===== src/llf_pkg.sv =====
// ============================================================================
// llf_pkg: shared constants for the lead-lag filter
// Holds the register indexes and the item modes.
// ============================================================================
package llf_pkg;

    // Configuration register indexes
    localparam logic [1:0] REG_C1 = 2'd0;
    localparam logic [1:0] REG_C2 = 2'd1;
    localparam logic [1:0] REG_C3 = 2'd2;
    localparam logic [1:0] REG_C4 = 2'd3;
    localparam int         REG_COUNT = 4;

    // Item modes
    localparam logic MODE_FILTER = 1'b0;
    localparam logic MODE_PRESET = 1'b1;

endpackage


===== src/llf_div.sv =====
// ============================================================================
// llf_div: restoring divider, one quotient bit per cycle
// Computes round(num / den) with ties away from zero, unsigned.
// ============================================================================
module llf_div #(
    parameter int NUM_W = 66,
    parameter int DEN_W = 34
) (
    input  logic              clk,
    input  logic              rst_n,
    input  logic              start,
    input  logic [NUM_W-1:0]  num,
    input  logic [DEN_W-1:0]  den,
    output logic              busy,
    output logic              done,
    output logic [NUM_W-1:0]  quo
);
    localparam int CW = $clog2(NUM_W + 1);

    logic [NUM_W-1:0] q_reg;
    logic [DEN_W:0]   r_reg;
    logic [DEN_W-1:0] d_reg;
    logic [CW-1:0]    cnt_reg;
    logic             busy_reg;
    logic             done_reg;
    logic [DEN_W+1:0] trial;
    logic [DEN_W+1:0] rsh;

    // Remainder shifted by one numerator bit and trial subtract
    assign rsh   = {r_reg, q_reg[NUM_W-1]};
    assign trial = rsh - {2'b00, d_reg};

    always_ff @(posedge clk or negedge rst_n)
    begin
        if (!rst_n)
        begin
            busy_reg <= 1'b0;
            done_reg <= 1'b0;
            cnt_reg  <= '0;
        end
        else
        begin
            done_reg <= 1'b0;
            if (start)
            begin
                busy_reg <= 1'b1;
                cnt_reg  <= CW'(NUM_W);
            end
            else if (busy_reg)
            begin
                cnt_reg <= cnt_reg - 1'b1;
                if (cnt_reg == CW'(1))
                begin
                    busy_reg <= 1'b0;
                    done_reg <= 1'b1;
                end
            end
        end
    end

    // Datapath: shift-subtract; the rounding correction is added combinationally on quo
    always_ff @(posedge clk)
    begin
        if (start)
        begin
            q_reg <= num;
            r_reg <= '0;
            d_reg <= den;
        end
        else if (busy_reg)
        begin
            if (!trial[DEN_W+1])
            begin
                r_reg <= trial[DEN_W:0];
                q_reg <= {q_reg[NUM_W-2:0], 1'b1};
            end
            else
            begin
                r_reg <= rsh[DEN_W:0];
                q_reg <= {q_reg[NUM_W-2:0], 1'b0};
            end
        end
    end

    // Round up when twice the remainder reaches the divisor (ties away from zero)
    assign quo  = q_reg + NUM_W'(({r_reg, 1'b0} >= {2'b00, d_reg}) ? 1 : 0);
    assign busy = busy_reg;
    assign done = done_reg;

endmodule


===== src/llf_mac.sv =====
// ============================================================================
// llf_mac: signed shift-add multiplier, one multiplier bit per cycle
// Produces the full signed product of two operands.
// ============================================================================
module llf_mac #(
    parameter int A_W = 32,
    parameter int B_W = 34
) (
    input  logic                  clk,
    input  logic                  rst_n,
    input  logic                  start,
    input  logic signed [A_W-1:0] a,
    input  logic signed [B_W-1:0] b,
    output logic                  done,
    output logic signed [A_W+B_W-1:0] prod
);
    localparam int PW = A_W + B_W;
    localparam int CW = $clog2(B_W + 1);

    logic signed [PW-1:0] acc_reg;
    logic signed [PW-1:0] mcand_reg;
    logic [B_W-1:0]       mplier_reg;
    logic [CW-1:0]        cnt_reg;
    logic                 busy_reg;
    logic                 done_reg;

    always_ff @(posedge clk or negedge rst_n)
    begin
        if (!rst_n)
        begin
            busy_reg <= 1'b0;
            done_reg <= 1'b0;
            cnt_reg  <= '0;
        end
        else
        begin
            done_reg <= 1'b0;
            if (start)
            begin
                busy_reg <= 1'b1;
                cnt_reg  <= CW'(B_W);
            end
            else if (busy_reg)
            begin
                cnt_reg <= cnt_reg - 1'b1;
                if (cnt_reg == CW'(1))
                begin
                    busy_reg <= 1'b0;
                    done_reg <= 1'b1;
                end
            end
        end
    end

    // One partial product a cycle; the top multiplier bit has negative weight
    always_ff @(posedge clk)
    begin
        if (start)
        begin
            acc_reg    <= '0;
            mcand_reg  <= PW'(a);
            mplier_reg <= b;
        end
        else if (busy_reg)
        begin
            if (mplier_reg[0])
            begin
                if (cnt_reg == CW'(1))
                    acc_reg <= acc_reg - mcand_reg;
                else
                    acc_reg <= acc_reg + mcand_reg;
            end
            mcand_reg  <= mcand_reg <<< 1;
            mplier_reg <= mplier_reg >> 1;
        end
    end

    assign prod = acc_reg;
    assign done = done_reg;

endmodule


===== src/lead_lag_filter_tustin_core.sv =====
// ============================================================================
// lead_lag_filter_tustin_core: Tustin-discretized lead-lag element
// Bit-serial sequencer with one shared multiplier and one shared divider.
// ============================================================================
// Usage
// The s_axis channel carries one item: tdata = {time_step, sample_in} (sample
// in the low DATA_WIDTH bits, then the step), tuser = mode. The m_axis channel
// returns one item per input: tdata = filter_out, tuser = {saturated, div_fault}
// with div_fault in bit 0. Gains are written through cfg_we/cfg_addr/cfg_data;
// the user must write them only while the block is idle, as the block itself
// does not enforce it. A preset or a hold item goes from S_IDLE through S_OUT,
// which loads the output register. A filter item runs two step products
// (S_MUL_C2, S_MUL_C4, S_DEN), three coefficient divisions (the quotient being
// 2*DATA_WIDTH bits wide at the default widths) and three sample products, then
// S_FINISH rounds and clips the sum and S_OUT loads the output; a zero
// denominator skips from S_DIV to S_OUT with div_fault set. The serial
// multiplier and divider each retire one bit a cycle. One item is in work at a
// time; s_axis_tready is low from acceptance until the result has been taken.
// Reset clears the gains, both history values and the sequencer.
// A stalled receiver holds the result in the output register until
// m_axis_tready.
// ============================================================================
module lead_lag_filter_tustin_core #(
    parameter int DATA_WIDTH = 32,
    parameter int FRAC_BITS  = 16
) (
    input  logic                       clk,
    input  logic                       rst_n,
    // Configuration
    input  logic                       cfg_we,
    input  logic [1:0]                 cfg_addr,
    input  logic [DATA_WIDTH-1:0]      cfg_data,
    // Input items
    input  logic                       s_axis_tvalid,
    output logic                       s_axis_tready,
    // Fields from bit 0: sample_in, time_step, zero fill
    input  logic [((2*DATA_WIDTH-1+7)/8)*8-1:0] s_axis_tdata,
    // Fields from bit 0: mode
    input  logic                       s_axis_tuser,
    // Result items
    output logic                       m_axis_tvalid,
    input  logic                       m_axis_tready,
    // Fields from bit 0: filter_out, zero fill
    output logic [((DATA_WIDTH+7)/8)*8-1:0] m_axis_tdata,
    // Fields from bit 0: div_fault, saturated
    output logic [1:0]                 m_axis_tuser
);
    import llf_pkg::*;

    localparam int W    = DATA_WIDTH;
    localparam int F    = FRAC_BITS;
    localparam int SW   = W - 1;
    localparam int PW   = 2 * W;         // product width
    // Numerators and denominator: 2*c plus a rounded step product
    localparam int NW   = (2*W - F > W + 2) ? 2*W - F : W + 2;
    localparam int UW   = NW + F;        // shifted numerator magnitude
    localparam int SUMW = PW + 2;        // sum of three products
    localparam int OW   = ((W+7)/8)*8;
    localparam logic signed [SUMW-1:0] DMAX = SUMW'({1'b0, {(W-1){1'b1}}});
    localparam logic signed [SUMW-1:0] DMIN = -DMAX - SUMW'(1);

    typedef enum logic [3:0] {
        S_IDLE, S_MUL_C2, S_MUL_C4, S_DEN, S_DIV, S_DIV_WAIT,
        S_MUL_Y, S_MUL_Y_WAIT, S_FINISH, S_OUT
    } state_t;

    state_t state_reg;
    logic signed [W-1:0] c1_reg, c2_reg, c3_reg, c4_reg;
    logic signed [W-1:0] prev_in_reg, prev_out_reg;
    logic signed [W-1:0] u_reg;
    logic [SW-1:0]       dt_reg;
    logic signed [NW-1:0] dtc2_reg, dtc4_reg;
    logic signed [W-1:0] coef_reg [3];
    logic [1:0]          idx_reg;
    logic signed [SUMW-1:0] sum_reg;
    logic                sat_reg, fault_reg;
    logic [W-1:0]        out_data_reg;
    logic [1:0]          out_user_reg;
    logic                out_valid_reg;

    // Shared serial multiplier
    logic                 mul_start;
    logic signed [W-1:0]  mul_a;
    logic signed [W-1:0]  mul_b;
    logic                 mul_done;
    logic signed [PW-1:0] mul_p;

    llf_mac #(.A_W(W), .B_W(W)) u_mac (
        .clk(clk), .rst_n(rst_n), .start(mul_start), .a(mul_a), .b(mul_b),
        .done(mul_done), .prod(mul_p)
    );

    // Shared serial divider
    logic                 div_start;
    logic                 div_busy;
    logic                 div_done;
    logic [UW-1:0]        div_num;
    logic [NW-1:0]        div_den;
    logic [UW-1:0]        div_q;

    llf_div #(.NUM_W(UW), .DEN_W(NW)) u_div (
        .clk(clk), .rst_n(rst_n), .start(div_start), .num(div_num),
        .den(div_den), .busy(div_busy), .done(div_done), .quo(div_q)
    );

    // Operand selection
    logic signed [NW-1:0] two_c1, two_c3, den, num_sel;
    logic                 neg_sel;
    logic signed [PW-1:0] rnd_p;
    logic signed [NW-1:0] rnd_v;
    logic [UW-1:0]        qlim_pos;
    logic signed [W-1:0]  coef_val;
    logic                 coef_sat;

    assign two_c1 = NW'(c1_reg) <<< 1;
    assign two_c3 = NW'(c3_reg) <<< 1;
    assign den    = two_c3 + dtc4_reg;

    always_comb
    begin
        case (idx_reg)
            2'd0:    num_sel = two_c1 + dtc2_reg;
            2'd1:    num_sel = dtc2_reg - two_c1;
            default: num_sel = two_c3 - dtc4_reg;
        endcase
    end

    assign neg_sel = num_sel[NW-1] ^ den[NW-1];
    assign div_num = {(num_sel[NW-1] ? NW'(-num_sel) : num_sel), {F{1'b0}}};
    assign div_den = den[NW-1] ? NW'(-den) : den;

    // Step product rounded half up to fixed point
    assign rnd_p = (mul_p + (PW'(1) <<< (F-1))) >>> F;
    assign rnd_v = NW'(rnd_p);

    // Coefficient clip: magnitude limit differs by sign
    assign qlim_pos = UW'(DMAX);
    always_comb
    begin
        coef_sat = 1'b0;
        if (neg_sel)
        begin
            if (div_q > qlim_pos + UW'(1))
            begin
                coef_sat = 1'b1;
                coef_val = W'(DMIN);
            end
            else
                coef_val = W'(-div_q);
        end
        else if (div_q > qlim_pos)
        begin
            coef_sat = 1'b1;
            coef_val = W'(DMAX);
        end
        else
            coef_val = W'(div_q);
    end

    always_comb
    begin
        mul_start = 1'b0;
        div_start = 1'b0;
        mul_a = c2_reg;
        mul_b = $signed({1'b0, dt_reg});
        case (state_reg)
            S_MUL_C2: mul_start = 1'b1;
            S_MUL_C4:
            begin
                mul_a = c4_reg;
                mul_start = mul_done;
            end
            S_DIV:    div_start = (den != '0);
            S_MUL_Y:
            begin
                mul_start = 1'b1;
                mul_b = coef_reg[idx_reg];
                case (idx_reg)
                    2'd0:    mul_a = u_reg;
                    2'd1:    mul_a = prev_in_reg;
                    default: mul_a = prev_out_reg;
                endcase
            end
            default: ;
        endcase
    end

    // Final sum rounded half up and clipped
    logic signed [SUMW-1:0] y_full;
    assign y_full = (sum_reg + (SUMW'(1) <<< (F-1))) >>> F;

    assign s_axis_tready = (state_reg == S_IDLE) && !out_valid_reg;

    always_ff @(posedge clk or negedge rst_n)
    begin
        if (!rst_n)
        begin
            state_reg     <= S_IDLE;
            c1_reg        <= '0;
            c2_reg        <= '0;
            c3_reg        <= '0;
            c4_reg        <= '0;
            prev_in_reg   <= '0;
            prev_out_reg  <= '0;
            out_valid_reg <= 1'b0;
            idx_reg       <= '0;
        end
        else
        begin
            if (cfg_we)
            begin
                case (cfg_addr)
                    REG_C1:  c1_reg <= cfg_data;
                    REG_C2:  c2_reg <= cfg_data;
                    REG_C3:  c3_reg <= cfg_data;
                    REG_C4:  c4_reg <= cfg_data;
                    default: ;
                endcase
            end
            if (out_valid_reg && m_axis_tready)
                out_valid_reg <= 1'b0;
            case (state_reg)
                S_IDLE:
                begin
                    if (s_axis_tvalid && s_axis_tready)
                    begin
                        u_reg     <= s_axis_tdata[W-1:0];
                        dt_reg    <= s_axis_tdata[W+SW-1:W];
                        sat_reg   <= 1'b0;
                        fault_reg <= 1'b0;
                        if (s_axis_tuser == MODE_PRESET)
                        begin
                            prev_out_reg <= s_axis_tdata[W-1:0];
                            state_reg    <= S_OUT;
                        end
                        else if (s_axis_tdata[W+SW-1:W] == '0)
                            state_reg <= S_OUT;
                        else
                            state_reg <= S_MUL_C2;
                    end
                end
                S_MUL_C2: state_reg <= S_MUL_C4;
                S_MUL_C4:
                begin
                    if (mul_done)
                    begin
                        dtc2_reg  <= rnd_v;
                        state_reg <= S_DEN;
                    end
                end
                S_DEN:
                begin
                    if (mul_done)
                    begin
                        dtc4_reg  <= rnd_v;
                        idx_reg   <= 2'd0;
                        state_reg <= S_DIV;
                    end
                end
                S_DIV:
                begin
                    if (den == '0)
                    begin
                        fault_reg <= 1'b1;
                        state_reg <= S_OUT;
                    end
                    else
                        state_reg <= S_DIV_WAIT;
                end
                S_DIV_WAIT:
                begin
                    if (div_done)
                    begin
                        coef_reg[idx_reg] <= coef_val;
                        if (coef_sat)
                            sat_reg <= 1'b1;
                        if (idx_reg == 2'd2)
                        begin
                            idx_reg   <= 2'd0;
                            sum_reg   <= '0;
                            state_reg <= S_MUL_Y;
                        end
                        else
                        begin
                            idx_reg   <= idx_reg + 2'd1;
                            state_reg <= S_DIV;
                        end
                    end
                end
                S_MUL_Y: state_reg <= S_MUL_Y_WAIT;
                S_MUL_Y_WAIT:
                begin
                    if (mul_done)
                    begin
                        sum_reg <= sum_reg + SUMW'(mul_p);
                        if (idx_reg == 2'd2)
                            state_reg <= S_FINISH;
                        else
                        begin
                            idx_reg   <= idx_reg + 2'd1;
                            state_reg <= S_MUL_Y;
                        end
                    end
                end
                S_FINISH:
                begin
                    prev_in_reg <= u_reg;
                    if (y_full > DMAX)
                    begin
                        prev_out_reg <= W'(DMAX);
                        sat_reg      <= 1'b1;
                    end
                    else if (y_full < DMIN)
                    begin
                        prev_out_reg <= W'(DMIN);
                        sat_reg      <= 1'b1;
                    end
                    else
                        prev_out_reg <= W'(y_full);
                    state_reg <= S_OUT;
                end
                S_OUT:
                begin
                    out_valid_reg <= 1'b1;
                    out_data_reg  <= prev_out_reg;
                    out_user_reg  <= {sat_reg, fault_reg};
                    state_reg     <= S_IDLE;
                end
                default: state_reg <= S_IDLE;
            endcase
        end
    end

    assign m_axis_tvalid = out_valid_reg;
    assign m_axis_tdata  = OW'(out_data_reg);
    assign m_axis_tuser  = out_user_reg;

    // A fault result never reports saturation
    assert property (@(posedge clk) disable iff (!rst_n)
        m_axis_tvalid |-> !(m_axis_tuser[0] && m_axis_tuser[1]))
        else $error("fault and saturation both set");

    // The divider is never started while it is busy
    assert property (@(posedge clk) disable iff (!rst_n)
        div_start |-> !div_busy)
        else $error("divider restarted while busy");

    // No new item is taken while a result is pending
    assert property (@(posedge clk) disable iff (!rst_n)
        m_axis_tvalid && !m_axis_tready |=> !s_axis_tready)
        else $error("input accepted while result pending");

endmodule


===== config.mk =====
export PLATFORM = sky130hd
export DESIGN_NAME = lead_lag_filter_tustin_core
export DESIGN_NICKNAME = d
export VERILOG_FILES = /design/src/llf_pkg.sv /design/src/llf_div.sv /design/src/llf_mac.sv /design/src/lead_lag_filter_tustin_core.sv
export SDC_FILE = /design/constraint.sdc
export NUM_CORES = 2
export LEC_CHECK = 0
export ABC_AREA = 1
export BUFFER_PORTS_ARGS = -buffer_cell sky130_fd_sc_hd__clkbuf_2
export CAP_MARGIN = 20
export CORE_MARGIN = 5
export CORE_UTILIZATION = 40
export CTS_CLUSTER_DIAMETER = 150
export DETAILED_ROUTE_END_ITERATION = 10
export SLEW_MARGIN = 20
export SYNTH_ARGS = -nofsm -noshare
export SYNTH_HDL_FRONTEND = slang
export SYNTH_SLANG_ARGS = --single-unit

===== constraint.sdc =====
create_clock -name clk -period 21.5 [get_ports clk]
set_input_delay 4.3 -clock clk [delete_from_list [all_inputs] [get_ports clk]]
set_output_delay 4.3 -clock clk [all_outputs]
set_load 0.05 [all_outputs]

==> flow_metrics.env <==
export IMPL_tightestPinTransition_ns=1.18
export IMPL_fin_skew_ns=0.0654
export IMPL_cts_repair_resized=0
export IMPL_cap_violations=0
export IMPL_worstPathArrival_ns=8.03
export IMPL_synth_warning_count=0
export IMPL_grt_pass1_wl_um=415000
export IMPL_hold_buffers=0
export IMPL_die_h_um=428
export IMPL_synthMuxAreaShare_pct=0
export IMPL_dr_total_vias=68300
export IMPL_period_share_pct=35.0
export IMPL_cts_buffers=104
export IMPL_clock_latency_ns=0.81
export IMPL_async_flop_share_pct=24.2
export IMPL_root_buffer="clkbuf_16"
export IMPL_synth_cell_types=68
export IMPL_place_worst_setup_slack_ns=13.90
export IMPL_period_minus_slack_ns=7.51
export IMPL_die_w_um=428
export IMPL_synth_top_family_by_area="simple AND/OR/NAND/NOR gates"
export IMPL_ys_seq_area_share_pct=34.9
export IMPL_grt_total_usage_pct=29.8
export IMPL_drtIter0Drc=5776
export IMPL_setup_viol=0
export IMPL_rows=153
export IMPL_grt_pass1_vias=66500
export IMPL_detail_route_wirelength_um=283000
export IMPL_power_density_nw_per_um2=65.1
export IMPL_worst_setup_path_start_kind="register"
export IMPL_routabilityCongestion=1.04
export IMPL_grt_setup_unrepaired="no"
export IMPL_leakagePower_nw=35.3
export IMPL_antenna_found_initial=5
export IMPL_status="finished clean"
export IMPL_tns_ns=0
export IMPL_synth_compound_area_share_pct=13.6
export IMPL_path_class="reg2reg"
export IMPL_maxSlewViolCount=0
export IMPL_finalHoldViolCount=0
export IMPL_critPathMaxFanout=32
export IMPL_max_freq_mhz=133
export IMPL_yosys_area_share_simple_pct=30.0
export IMPL_critPathRequiredTime_ns=22.02
export IMPL_syn2layout_area_growth_pct=9.64
export IMPL_yosys_area_share_adder_pct=6.12
export IMPL_drc=0
export IMPL_cts_tree="yes"
export IMPL_synth_ff_type="edfxtp_1"
export IMPL_netlist_area_um2=70000
export IMPL_fin_nets=10700
export IMPL_relSlewSlack_pct=20.7
export IMPL_cts_sinks=894
export IMPL_synth_seq_cells=894
export IMPL_drive_above_1_share_pct=5.13
export IMPL_worst_hold_path_type="reg2reg"
export IMPL_setup_ws_ns=13.99
export IMPL_io_buffers=138
export IMPL_die_area_um2=184000
export IMPL_largest_register_ff_count=96
export IMPL_cts_buffer_depth=3
export IMPL_grt_overflow=0
export IMPL_syn_inst=10200
export IMPL_clk_pin_slew_ns=0.06
export IMPL_start_util_pct=40.2
export IMPL_grt_max_degree=151
export IMPL_hpwl_um=231000
export IMPL_synth_fp_nets=10600
export IMPL_synth_xor_area_share_pct=5.43
export IMPL_ant_nets=0
export IMPL_synth_edf_count=549
export IMPL_dr_pass1_iters=6
export IMPL_htree_levels=3
export IMPL_vias_per_cell=5.40
export IMPL_ioPinCount=140
export IMPL_routedWlPerCell_um=22.4
export IMPL_syn_area_per_cell_um2=6.87
export IMPL_cts_setup_buffers=0
export IMPL_crit_path_end_kind="register"
export IMPL_fp_coreArea_um2=174000
export IMPL_ir_drop_uv=63.0
cell families (layout without fill, tap and decap cells):
group / after synthesis / after routing
AOI/OAI and AO/OA: 1721 / 1721
xor gates and xnor gates: 430 / 430
adders and majority gates: 339 / 339
buffers and inverters: 1763 / 1900
DFF: 894 / 894
other: 0 / 5
and+or+nand+nor: 5048 / 5048
layout by cell type (no fill, tap or decap), drive strengths merged, types with 87 or more instances in the layout:
cell type	count
o21ai	687
edfxtp	549
dfxtp	129
nand3	639
inv	1510
o211ai	88
nor2	1232
clkbuf	258
a21oi	661
ha	333
dfrtp	216
xor2	343
nand4	171
nor3	180
xnor2	87
a31oi	91
nand2	2707
worst max-delay path, cell delays in order, from the launching register on:
cell      delay [ns]
edfxtp_1        0.32
inv_1           0.05
ha_1            0.37
nand2_1         0.18
nor2_1          0.24
inv_1           0.10
nor3_1          0.31
o21ai_0         0.16
a31oi_1         0.30
o21a_1          0.16
nor2_1          0.05
o31ai_1         0.42
ha_1            0.42
ha_1            0.33
nand3_2         0.20
nor2_1          0.74
nand4_1         0.20
xor2_1          0.17
nand2_1         0.07
nor2_1          0.08
nand2_1         0.05
nor2_1          0.35
nand3_1         0.83
nand2_4         0.66
nand2_1         0.09
a21oi_1         0.39
stage by stage:
| stage | area, µm² | total power [mW] | util (%) | hold slack [ns] | instances |
|---|---|---|---|---|---|
| after floorplan | 70000 | 2.69 | - | 0.400 | 10200 |
| after global placement | 73000 | 3.07 | 42.0 | 0.407 | 12500 |
| after detailed placement | 73000 | 3.08 | 42.0 | 0.408 | 12500 |
| after CTS | 76800 | 5.02 | 44.1 | 0.422 | 12700 |
| after global routing | 76800 | 5.23 | 44.1 | 0.443 | 12700 |
| final | 76800 | 5.00 | 44.1 | 0.419 | 12700 |
cells in the mapped netlist (18+ instances only):
cell      number  share of area (%)
clkbuf_1     161               0.86
dfrtp_1      216                7.7
buf_4         19               0.20
o21ai_0      611                4.4
inv_1       1477                7.9
nand3_1      629                4.5
a31oi_1       91               0.81
edfxtp_1     549                 24
o21ai_1       74               0.53
nor3_1       170                1.2
xnor2_1       87                1.1
ha_1         333                5.9
a21oi_1      649                4.6
nor4_1        53               0.47
a21o_1        31               0.33
o21bai_1      38               0.41
nand3b_1      18               0.19
buf_2         44               0.31
nand2_2       20               0.18
o211ai_1      88               0.94
nor2_1      1201                6.4
inv_2         24               0.13
dfxtp_1      129                3.7
o21a_1        40               0.43
nor2_2        22               0.20
xor2_1       338                4.2
nand2_1     2684                 14
nand4_1      171                1.5
worst paths after layout:
kind                                           start                            to  slack [ns]  depth (start not counted)
max in group asynchronous                      rst_n        c2_reg[18]$_DFFE_PN0P_       16.11                          3
min in group asynchronous                      rst_n  prev_out_reg[25]$_DFFE_PN0P_        3.44                          1
min reg2reg                        sat_reg$_DFFE_PP_     m_axis_tuser[1]$_DFFE_PP_        0.42                          0
min                                sat_reg$_DFFE_PP_     m_axis_tuser[1]$_DFFE_PP_        0.42                          0
max                        u_div.d_reg[12]$_DFFE_PP_      coef_reg[0][3]$_DFFE_PP_       13.99                         25
max reg2reg                u_div.d_reg[12]$_DFFE_PP_      coef_reg[0][3]$_DFFE_PP_       13.99                         25
routing by layer:
metal	track usage (%)	share of wire (%)
met5	0	0.0025
met4	17.9	7.2
met3	3.18	4.9
met2	51.6	48
met1	35.6	40
power by group:
part	total [mW]	switching, mW	leakage [nW]	internal [mW]
clock network	1.94	0.815	1.82	1.13
logic	1.12	0.811	25.0	0.309
registers	1.94	0.0477	8.46	1.89
total	5.00	1.67	35.3	3.33
layout make-up:
cell class                 count  area, µm²
fill                       18200      97200
sequential                   894      24500
antenna                        5       12.5
tap                         2325       2910
inverter                    1507       5660
clock inverter                77       1040
multi-input combinational   7538      38800
clock buffer                 121       2720
timing repair buffer         195       1140
No activity file was read; power rests on OpenSTA's default activity.
